--- config.mk ---
export PLATFORM = sky130hd
export DESIGN_NAME = toy_register_machine_execute_unit
export DESIGN_NICKNAME = d
export VERILOG_FILES = /design/src/rtl/rtmx_pkg.sv /design/src/rtl/rtmx_regfile.sv /design/src/rtl/rtmx_stack.sv /design/src/rtl/rtmx_muldiv.sv /design/src/rtl/toy_register_machine_execute_unit.sv
export SDC_FILE = /design/constraint.sdc
export NUM_CORES = 2
export LEC_CHECK = 0
export BUFFER_PORTS_ARGS = -buffer_cell sky130_fd_sc_hd__buf_2
export CAP_MARGIN = 10
export CORE_AREA = 2 2 554 446
export DETAILED_ROUTE_END_ITERATION = 8
export DIE_AREA = 0 0 556 448
export PLACE_DENSITY = 0.61
export SYNTH_ARGS = -nofsm -noshare
export SYNTH_HDL_FRONTEND = slang
export SYNTH_HIERARCHICAL = 1
export SYNTH_SLANG_ARGS = --single-unit
--- constraint.sdc ---
create_clock -name clock -period 14.9 [get_ports clock]
set_input_delay 1.49 -clock clock [delete_from_list [all_inputs] [get_ports clock]]
set_output_delay 1.49 -clock clock [all_outputs]
set_load 0.1 [all_outputs]
--- src/rtl/rtmx_pkg.sv ---
`default_nettype none
package rtmx_pkg;

   localparam int NUM_REGS    = 32;
   localparam int STACK_DEPTH = 16;
   localparam int PROG_DEPTH  = 1024;
   localparam int DATA_WIDTH  = 32;

   localparam int REG_W   = $clog2(NUM_REGS);
   localparam int SP_W    = $clog2(STACK_DEPTH);
   localparam int DEPTH_W = $clog2(STACK_DEPTH + 1);
   localparam int PC_W    = 11;
   localparam int TGT_W   = 10;
   localparam int CNT_W   = $clog2(DATA_WIDTH + 1);

   typedef enum logic [4:0] {
      OP_MOV  = 5'd0,
      OP_INC  = 5'd1,
      OP_DEC  = 5'd2,
      OP_JMP  = 5'd3,
      OP_JE   = 5'd4,
      OP_JNE  = 5'd5,
      OP_JG   = 5'd6,
      OP_JL   = 5'd7,
      OP_JGE  = 5'd8,
      OP_JLE  = 5'd9,
      OP_ADD  = 5'd10,
      OP_SUB  = 5'd11,
      OP_MUL  = 5'd12,
      OP_DIV  = 5'd13,
      OP_CMP  = 5'd14,
      OP_CALL = 5'd15,
      OP_RET  = 5'd16,
      OP_END  = 5'd17,
      OP_MSG  = 5'd18
   } op_type;

   typedef enum logic [2:0] {
      ST_RUNNING   = 3'd0,
      ST_ENDED     = 3'd1,
      ST_UNWRITTEN = 3'd2,
      ST_BAD_OP    = 3'd3,
      ST_UNDERFLOW = 3'd4,
      ST_OVERFLOW  = 3'd5,
      ST_DIV_ZERO  = 3'd6,
      ST_OFF_END   = 3'd7
   } status_type;

   typedef struct packed {
      logic [4:0]        action;
      logic [4:0]        first_reg;
      logic              first_is_imm;
      logic signed [31:0] first_imm;
      logic [4:0]        second_reg;
      logic              second_is_imm;
      logic signed [31:0] second_imm;
      logic [9:0]        jump_target;
   } req_type;

   typedef struct packed {
      logic [10:0]        next_pc;
      logic [2:0]         status;
      logic               msg_valid;
      logic signed [31:0] msg_value;
   } rsp_type;

   typedef struct packed {
      logic                  start;
      logic                  is_div;
      logic [DATA_WIDTH-1:0] a;
      logic [DATA_WIDTH-1:0] b;
   } md_req_type;

   typedef struct packed {
      logic                  done;
      logic [DATA_WIDTH-1:0] result;
   } md_rsp_type;

endpackage
`default_nettype wire

--- src/rtl/rtmx_regfile.sv ---
`default_nettype none
module rtmx_regfile (
   input  wire logic                           clock,
   input  wire logic                           wr_en,
   input  wire logic [rtmx_pkg::REG_W-1:0]     wr_addr,
   input  wire logic [rtmx_pkg::DATA_WIDTH-1:0] wr_data,
   input  wire logic                           rd_en,
   input  wire logic [rtmx_pkg::REG_W-1:0]     rd_addr_a,
   input  wire logic [rtmx_pkg::REG_W-1:0]     rd_addr_b,
   output logic [rtmx_pkg::DATA_WIDTH-1:0]     rd_data_a,
   output logic [rtmx_pkg::DATA_WIDTH-1:0]     rd_data_b
);
   import rtmx_pkg::*;

   logic [DATA_WIDTH-1:0] mem [NUM_REGS];

   always_ff @(posedge clock) begin
      if (wr_en) begin
         mem[wr_addr] <= wr_data;
      end
   end

   always_ff @(posedge clock) begin
      if (rd_en) begin
         rd_data_a <= mem[rd_addr_a];
         rd_data_b <= mem[rd_addr_b];
      end
   end
endmodule
`default_nettype wire

--- src/rtl/rtmx_stack.sv ---
`default_nettype none
module rtmx_stack (
   input  wire logic                        clock,
   input  wire logic                        wr_en,
   input  wire logic [rtmx_pkg::SP_W-1:0]   wr_addr,
   input  wire logic [rtmx_pkg::PC_W-1:0]   wr_data,
   input  wire logic                        rd_en,
   input  wire logic [rtmx_pkg::SP_W-1:0]   rd_addr,
   output logic [rtmx_pkg::PC_W-1:0]        rd_data
);
   import rtmx_pkg::*;

   // return addresses can be one past the last instruction, hence full pc width
   logic [PC_W-1:0] mem [STACK_DEPTH];

   always_ff @(posedge clock) begin
      if (wr_en) begin
         mem[wr_addr] <= wr_data;
      end
   end

   always_ff @(posedge clock) begin
      if (rd_en) begin
         rd_data <= mem[rd_addr];
      end
   end
endmodule
`default_nettype wire

--- src/rtl/rtmx_muldiv.sv ---
`default_nettype none
module rtmx_muldiv (
   input  wire logic                    clock,
   input  wire logic                    reset,
   input  wire rtmx_pkg::md_req_type    md_req,
   output rtmx_pkg::md_rsp_type         md_rsp
);
   import rtmx_pkg::*;

   logic                  busy_ff, busy_in;
   logic                  done_ff, done_in;
   logic [CNT_W-1:0]      count_ff, count_in;
   logic                  neg_ff, neg_in;
   logic [DATA_WIDTH:0]   rem_ff, rem_in;
   logic [DATA_WIDTH-1:0] quo_ff, quo_in;
   logic [DATA_WIDTH-1:0] dvs_ff, dvs_in;
   logic [DATA_WIDTH-1:0] res_ff, res_in;

   logic [DATA_WIDTH-1:0]   product;
   logic [DATA_WIDTH-1:0]   mag_a, mag_b;
   logic [DATA_WIDTH:0]     rem_shift, trial;

   always_comb begin
      product = md_req.a * md_req.b;
      mag_a   = md_req.a[DATA_WIDTH-1] ? (~md_req.a + 1'b1) : md_req.a;
      mag_b   = md_req.b[DATA_WIDTH-1] ? (~md_req.b + 1'b1) : md_req.b;
      rem_shift = {rem_ff[DATA_WIDTH-1:0], quo_ff[DATA_WIDTH-1]};
      trial     = rem_shift - {1'b0, dvs_ff};

      busy_in  = busy_ff;
      done_in  = done_ff;
      count_in = count_ff;
      neg_in   = neg_ff;
      rem_in   = rem_ff;
      quo_in   = quo_ff;
      dvs_in   = dvs_ff;
      res_in   = res_ff;

      if (md_req.start) begin
         done_in = 1'b0;
         if (md_req.is_div) begin
            busy_in  = 1'b1;
            count_in = CNT_W'(DATA_WIDTH);
            neg_in   = md_req.a[DATA_WIDTH-1] ^ md_req.b[DATA_WIDTH-1];
            rem_in   = '0;
            quo_in   = mag_a;
            dvs_in   = mag_b;
         end else begin
            done_in = 1'b1;
            res_in  = product;
         end
      end else if (busy_ff) begin
         // restoring division, one quotient bit a cycle
         if (!trial[DATA_WIDTH]) begin
            rem_in = trial;
            quo_in = {quo_ff[DATA_WIDTH-2:0], 1'b1};
         end else begin
            rem_in = rem_shift;
            quo_in = {quo_ff[DATA_WIDTH-2:0], 1'b0};
         end
         count_in = count_ff - 1'b1;
         if (count_ff == CNT_W'(1)) begin
            busy_in = 1'b0;
            done_in = 1'b1;
            res_in  = neg_ff ? (~quo_in + 1'b1) : quo_in;
         end
      end
   end

   always_ff @(posedge clock) begin
      if (reset) begin
         busy_ff  <= 1'b0;
         done_ff  <= 1'b0;
         count_ff <= '0;
      end else begin
         busy_ff  <= busy_in;
         done_ff  <= done_in;
         count_ff <= count_in;
      end
      neg_ff <= neg_in;
      rem_ff <= rem_in;
      quo_ff <= quo_in;
      dvs_ff <= dvs_in;
      res_ff <= res_in;
   end

   assign md_rsp.done   = done_ff;
   assign md_rsp.result = res_ff;
endmodule
`default_nettype wire

--- src/rtl/toy_register_machine_execute_unit.sv ---
// channel   ports                          moves
// req       req_valid/req_stall/req_data   one decoded instruction
// rsp       rsp_valid/rsp_stall/rsp_data   next pc, status, message
// csr       csr_write/csr_wdata            program length
//
// An instruction goes through accept, register and stack memory read, then execute.
// mul and div then wait in a further state for the multiplier or the bit-serial divider.
// Synchronous reset clears pc, flags, written bits, stack depth, halt and rsp_valid.
// The result sits in an output register; a stalled rsp holds back only the commit
// of the following instruction, not its acceptance.
`default_nettype none
module toy_register_machine_execute_unit (
   input  wire logic              clock,
   input  wire logic              reset,
   input  wire logic              req_valid,
   output logic                   req_stall,
   input  wire rtmx_pkg::req_type req_data,
   output logic                   rsp_valid,
   input  wire logic              rsp_stall,
   output rtmx_pkg::rsp_type      rsp_data,
   input  wire logic              csr_write,
   input  wire logic [10:0]       csr_wdata
);
   import rtmx_pkg::*;

   typedef enum logic [1:0] {S_IDLE, S_READ, S_EXEC, S_WAIT} state_type;

   state_type             state_ff;
   req_type               req_ff;
   logic [PC_W-1:0]       pc_ff, len_ff;
   logic [2:0]            halt_ff;
   logic                  eq_ff, lt_ff, gt_ff;
   logic [DEPTH_W-1:0]    depth_ff;
   logic [NUM_REGS-1:0]   written_ff;
   logic                  rsp_valid_ff;
   rsp_type               rsp_ff;

   logic [DATA_WIDTH-1:0] rd_a, rd_b;
   logic [PC_W-1:0]       stk_rd;
   md_req_type            md_req;
   md_rsp_type            md_rsp;

   logic [PC_W-1:0]       limit, pc_inc, nxt, fin_pc;
   logic [2:0]            err, fin_st;
   logic                  ok1, ok2, slot_free, exec_md;
   logic [DATA_WIDTH-1:0] op_a, op_b, wr_val;
   logic                  wr_en, fin_wr, push, pop, set_flags, mv, commit;
   logic [DATA_WIDTH-1:0] fin_val;

   rtmx_regfile u_regfile (
      .clock     (clock),
      .wr_en     (fin_wr),
      .wr_addr   (REG_W'(req_ff.first_reg)),
      .wr_data   (fin_val),
      .rd_en     (state_ff == S_READ),
      .rd_addr_a (REG_W'(req_ff.first_reg)),
      .rd_addr_b (REG_W'(req_ff.second_reg)),
      .rd_data_a (rd_a),
      .rd_data_b (rd_b)
   );

   rtmx_stack u_stack (
      .clock   (clock),
      .wr_en   (commit && push),
      .wr_addr (SP_W'(depth_ff)),
      .wr_data (pc_inc),
      .rd_en   (state_ff == S_READ),
      .rd_addr (SP_W'(depth_ff - 1'b1)),
      .rd_data (stk_rd)
   );

   rtmx_muldiv u_muldiv (
      .clock  (clock),
      .reset  (reset),
      .md_req (md_req),
      .md_rsp (md_rsp)
   );

   always_comb begin
      limit     = (len_ff < PC_W'(PROG_DEPTH)) ? len_ff : PC_W'(PROG_DEPTH);
      pc_inc    = pc_ff + 1'b1;
      slot_free = !rsp_valid_ff || !rsp_stall;
      ok1 = written_ff[REG_W'(req_ff.first_reg)];
      ok2 = req_ff.second_is_imm || written_ff[REG_W'(req_ff.second_reg)];
      op_a = rd_a;
      op_b = req_ff.second_is_imm ? DATA_WIDTH'(req_ff.second_imm) : rd_b;

      err       = ST_RUNNING;
      nxt       = pc_inc;
      wr_en     = 1'b0;
      wr_val    = op_b;
      push      = 1'b0;
      pop       = 1'b0;
      set_flags = 1'b0;
      mv        = 1'b0;
      unique case (req_ff.action)
         OP_MOV: begin
            if (!ok2) err = ST_UNWRITTEN;
            else wr_en = 1'b1;
         end
         OP_INC, OP_DEC: begin
            wr_val = (req_ff.action == OP_INC) ? op_a + 1'b1 : op_a - 1'b1;
            if (!ok1) err = ST_UNWRITTEN;
            else wr_en = 1'b1;
         end
         OP_JMP: nxt = PC_W'(req_ff.jump_target);
         OP_JE:  if (eq_ff) nxt = PC_W'(req_ff.jump_target);
         OP_JNE: if (!eq_ff) nxt = PC_W'(req_ff.jump_target);
         OP_JG:  if (gt_ff) nxt = PC_W'(req_ff.jump_target);
         OP_JL:  if (lt_ff) nxt = PC_W'(req_ff.jump_target);
         OP_JGE: if (gt_ff || eq_ff) nxt = PC_W'(req_ff.jump_target);
         OP_JLE: if (lt_ff || eq_ff) nxt = PC_W'(req_ff.jump_target);
         OP_ADD, OP_SUB: begin
            wr_val = (req_ff.action == OP_ADD) ? op_a + op_b : op_a - op_b;
            if (!ok1 || !ok2) err = ST_UNWRITTEN;
            else wr_en = 1'b1;
         end
         OP_MUL: if (!ok1 || !ok2) err = ST_UNWRITTEN;
         OP_DIV: begin
            if (!ok1 || !ok2) err = ST_UNWRITTEN;
            else if (op_b == '0) err = ST_DIV_ZERO;
         end
         OP_CMP: begin
            if (req_ff.first_is_imm) op_a = DATA_WIDTH'(req_ff.first_imm);
            if (!(req_ff.first_is_imm || ok1) || !ok2) err = ST_UNWRITTEN;
            else set_flags = 1'b1;
         end
         OP_CALL: begin
            if (depth_ff >= DEPTH_W'(STACK_DEPTH)) err = ST_OVERFLOW;
            else begin
               push = 1'b1;
               nxt  = PC_W'(req_ff.jump_target);
            end
         end
         OP_RET: begin
            if (depth_ff == '0) err = ST_UNDERFLOW;
            else begin
               pop = 1'b1;
               nxt = stk_rd;
            end
         end
         OP_END: err = ST_ENDED;
         OP_MSG: begin
            if (req_ff.first_is_imm) op_a = DATA_WIDTH'(req_ff.first_imm);
            if (!(req_ff.first_is_imm || ok1)) err = ST_UNWRITTEN;
            else mv = 1'b1;
         end
         default: err = ST_BAD_OP;
      endcase

      if (halt_ff != ST_RUNNING) begin
         err = halt_ff;
      end else if (pc_ff >= limit) begin
         err = ST_OFF_END;
      end

      exec_md = (err == ST_RUNNING) &&
                (req_ff.action == OP_MUL || req_ff.action == OP_DIV);
      if (state_ff == S_WAIT) begin
         err = ST_RUNNING;
         nxt = pc_inc;
      end

      md_req.start  = (state_ff == S_EXEC) && exec_md;
      md_req.is_div = (req_ff.action == OP_DIV);
      md_req.a      = op_a;
      md_req.b      = op_b;

      commit = slot_free &&
               (((state_ff == S_EXEC) && !exec_md) || ((state_ff == S_WAIT) && md_rsp.done));
      fin_val = (state_ff == S_WAIT) ? md_rsp.result : wr_val;
      fin_wr  = commit && (err == ST_RUNNING) && (wr_en || state_ff == S_WAIT);

      if (err != ST_RUNNING) begin
         fin_pc = pc_ff;
         fin_st = err;
      end else begin
         fin_pc = nxt;
         fin_st = (nxt >= limit) ? ST_OFF_END : ST_RUNNING;
      end
   end

   always_ff @(posedge clock) begin
      if (reset) begin
         state_ff     <= S_IDLE;
         pc_ff        <= '0;
         len_ff       <= PC_W'(PROG_DEPTH);
         halt_ff      <= ST_RUNNING;
         eq_ff        <= 1'b0;
         lt_ff        <= 1'b0;
         gt_ff        <= 1'b0;
         depth_ff     <= '0;
         written_ff   <= '0;
         rsp_valid_ff <= 1'b0;
      end else begin
         if (csr_write) len_ff <= csr_wdata;
         unique case (state_ff)
            S_IDLE: if (req_valid) state_ff <= S_READ;
            S_READ: state_ff <= S_EXEC;
            S_EXEC: begin
               if (exec_md) state_ff <= S_WAIT;
               else if (commit) state_ff <= S_IDLE;
            end
            S_WAIT: if (commit) state_ff <= S_IDLE;
            default: state_ff <= S_IDLE;
         endcase
         if (commit) begin
            rsp_valid_ff <= 1'b1;
            pc_ff        <= fin_pc;
            halt_ff      <= fin_st;
            if (fin_wr) written_ff[REG_W'(req_ff.first_reg)] <= 1'b1;
            if (err == ST_RUNNING) begin
               if (set_flags) begin
                  eq_ff <= (op_a == op_b);
                  lt_ff <= ($signed(op_a) < $signed(op_b));
                  gt_ff <= ($signed(op_a) > $signed(op_b));
               end
               if (push) depth_ff <= depth_ff + 1'b1;
               if (pop) depth_ff <= depth_ff - 1'b1;
            end
         end else if (rsp_valid_ff && !rsp_stall) begin
            rsp_valid_ff <= 1'b0;
         end
      end
      if (state_ff == S_IDLE && req_valid) req_ff <= req_data;
      if (commit) begin
         rsp_ff.next_pc   <= fin_pc;
         rsp_ff.status    <= fin_st;
         rsp_ff.msg_valid <= mv && (err == ST_RUNNING) && (state_ff == S_EXEC);
         rsp_ff.msg_value <= (mv && (err == ST_RUNNING) && (state_ff == S_EXEC)) ?
                             32'(op_a) : 32'sd0;
      end
   end

   assign req_stall = (state_ff != S_IDLE);
   assign rsp_valid = rsp_valid_ff;
   assign rsp_data  = rsp_ff;
endmodule
`default_nettype wire

==> metrics.md <==
| Metric | Value |
|---|---|
| IO Pins | 156 |
| Status | finished, final reports clean |
| Post-synth EDFFs | 1542 |
| Lkg Pwr | slightly above 40 nW |
| TNS Setup | 0 ns |
| CTS tree | built |
| Primary FF master, synth | edfxtp_1 |
| Final instance area | 107000 sq um |
| Initial Utilization | approximately two fifths |
| DIE WIDTH | about 560 um |
| Most frequent CP cell | fa_1 |
| Yosys reg bits | 1618 |
| WS Path Type | reg2reg |
| Slew @ Worst Pin | about 1.3 ns |
| Slew Limit Fails | 0 |
| Synth area leader | edfxtp_1 |
| Setup crit start kind | flip-flop |
| Clock Latency Late Sink | 0.85 ns |
| Max Cap Viol | 0 |
| Hold crit path type | reg2reg |
| H-tree levels | 4 |
| Peak VDD IR | 0.00140 V |
| Longest Clk Path Bufs | 4 |
| Clock buffer count from CTS | 171 |
| Die Ht | about 450 um |
| Crit end category | flip-flop |
| Pre-Repair DR Iteration Count | 6 |
| Place WS | 4.86 ns |
| Syn-to-layout area delta | 10.1% |
| Final Critical Period | approximately 10 ns |
| Routed Antenna Nets | 0 |
| Largest stage delay, worst path | between 0.8 and 0.9 ns |
| Root Driver | clkbuf_16 |
| Finished Core Util | 43.9% |
| Setup Buffers After CTS | 0 |
| Drt initial violations | 7894 |
| First-pass GRT wire length | 442 mm |
| Smallest hold slack | 0.488 ns |
| Avg WL per Cell | 26.9 um |
| Vias/cell | ~5.9 |
| Total number of vias | 66500 |
| Gr ovfl total | 0 |
| Routability Congestion | 0.953 |
| Worst EP arrival | around 11 ns |
| Clock skew | 0.0756 ns |
| Final Hold Fails | 0 |
| Placed Area | between 100000 and 150000 sq um |
| Worst path slowest cell | mux2_2 |
| Core Region | 243000 sq um |
| Synth warnings | 6 |
| Number of port buffers | around 160 |
| CTS Hold Bufs | 0 |
| Share of layout cells above drive strength 1 | 10.3% |
| Vias in the first global route | roughly 65000 |
| Cts repair resizes | 0 |
| Synth top area cells | edfxtp_1 (48%), mux2i_1 (11%), fa_1 (8.5%), ha_1 (3.2%), nand2_1 (2.4%) |
| Nets | 8727 |
| DIE AREA | 249000 sq um |
| Clock slew at reported path FFs | about 0.060 ns |
| Worst Path Required | 15.43 ns |
| Largest net degree at the start of global routing | 129 |
| Sink Count | 1618 |
| Maximum fanout along the worst path | 32 |
| Fmax | about 96 MHz |
| Initial antenna violation count | 18 |
| Post-DP HPWL | 195 mm |
| Final WS setup | 4.45 ns |
| Ys async rst share | 0% |
| Syn_area_per_cell | 12.2 sq um |
| Synth cell types | 105 |
| Post-Syn Area | about 97000 sq um |
| Gr usage total | 23.9% |
| Syn_nets | between 8000 and 9000 |
| Synth top area share | 47.8% |
| Syn Inst Count | 7944 |
| Power per cell area | 257 nW/um^2 |
| Total wire length | 304 mm |
| DRC errors left | 0 |
| Seq/Total Area, Yosys | 49.4% |
| RSZ-0062 raised after global routing | false |
| Final setup viols | 0 |
| Row count | 162 |
| Final period util | between 70% and 80% |
| Worst rel slew slack | between 15 and 20% |
==> state kept, by name (all words and copies together) (netlist names), 47 cells and up <==
name	count
req_ff	91
rsp_data	47
u_regfile/mem	1024
u_stack/mem	176
==> synthesized netlist by cell type (110+ instances only) <==
cell type and number:
inv_1 554, a31oi_1 110, xnor2_1 171, mux2i_1 1111, fa_1 410, nor3_1 112
a22o_1 131, clkbuf_1 279, nand3_1 236, nand2_1 615, o21ai_0 141, and2_1 320
nor2_1 303, edfxtp_1 1542, ha_1 249, a21oi_1 415, a22oi_1 224
==> kinds of logic after synthesis <==
kind of cell / synth area share, %
and+or+nand+nor: 9.49
DFF: 49.4
AOI/OAI and AO/OA: 8.79
muxes: 13.4
buffers and inverters: 4.83
adders and majority gates: 11.7
xor gates and xnor gates: 2.41
==> critical path, delay by kind of cell (launching register included) <==
| family | cells | cell delay, ns |
|---|---|---|
| flip-flops | 1 | 0.58 |
| XOR/XNOR | 1 | 0.16 |
| AO/OA/AOI/OAI | 7 | 2.29 |
| AND/OR/NAND/NOR | 4 | 0.98 |
| adder cells (fa/ha/maj) | 9 | 4.28 |
| buffers and inverters | 6 | 0.76 |
| multiplexers | 2 | 0.98 |
==> cells in the final DEF (no fill, tap or decap), drive strengths merged, types with 171 or more instances in the layout <==
cell type  Yosys  layout
edfxtp      1542    1542
mux2i       1111    1111
nand2        615     615
inv          556     557
a21oi        415     415
fa           410     410
buf          209     337
and2         320     320
nor2         304     304
ha           249     249
nand3        238     238
a22oi        224     224
clkbuf       284     205
xnor2        171     171
==> through the flow <==
stage          power (W)  cells
3_5_place_dp      0.0227  11000
4_1_cts           0.0272  11300
3_3_place_gp      0.0226  11000
5_1_grt           0.0293  11300
6_report          0.0274  11300
2_1_floorplan     0.0177   7944
==> report_power, final <==
group          leakage (nW)  total, W  switching, W  internal, W
sequential             14.3   0.00520     0.0000597      0.00514
combinational          23.9    0.0178        0.0108      0.00701
clock                  2.71   0.00437       0.00184      0.00253
==> worst paths after layout <==
path / from / to / slack, ns / cells after the start
setup / recovery: req_ff[90] / u_muldiv/res_ff[31] / 4.45 / 29
hold / removal: written_ff[29] / written_ff[29] / 0.49 / 2
setup reg to reg: req_ff[90] / u_muldiv/res_ff[31] / 4.45 / 29
hold reg to reg: written_ff[29] / written_ff[29] / 0.49 / 2
==> per-layer routing <==
layer | track usage, % | wire [um] | vias up
met1 | 35.7 | 136000 | 33800
met3 | 6.20 | 32900 | 488
met5 | 0 | 83 | -
met2 | 34.0 | 126000 | 3315
li1 | - | - | 28900
met4 | 6.63 | 8970 | 14
==> area by class of cell <==
cell class                 instances  area (sq um)
sequential                      1618         47800
fill                           22100        136000
timing repair buffer             337          2250
multi-input combinational       5277         44900
clock buffer                     205          4480
tap                             3198          4000
inverter                         556          2090
clock inverter                    95          1090
antenna                            5          12.5
No activity file was read; power rests on OpenSTA's default activity.
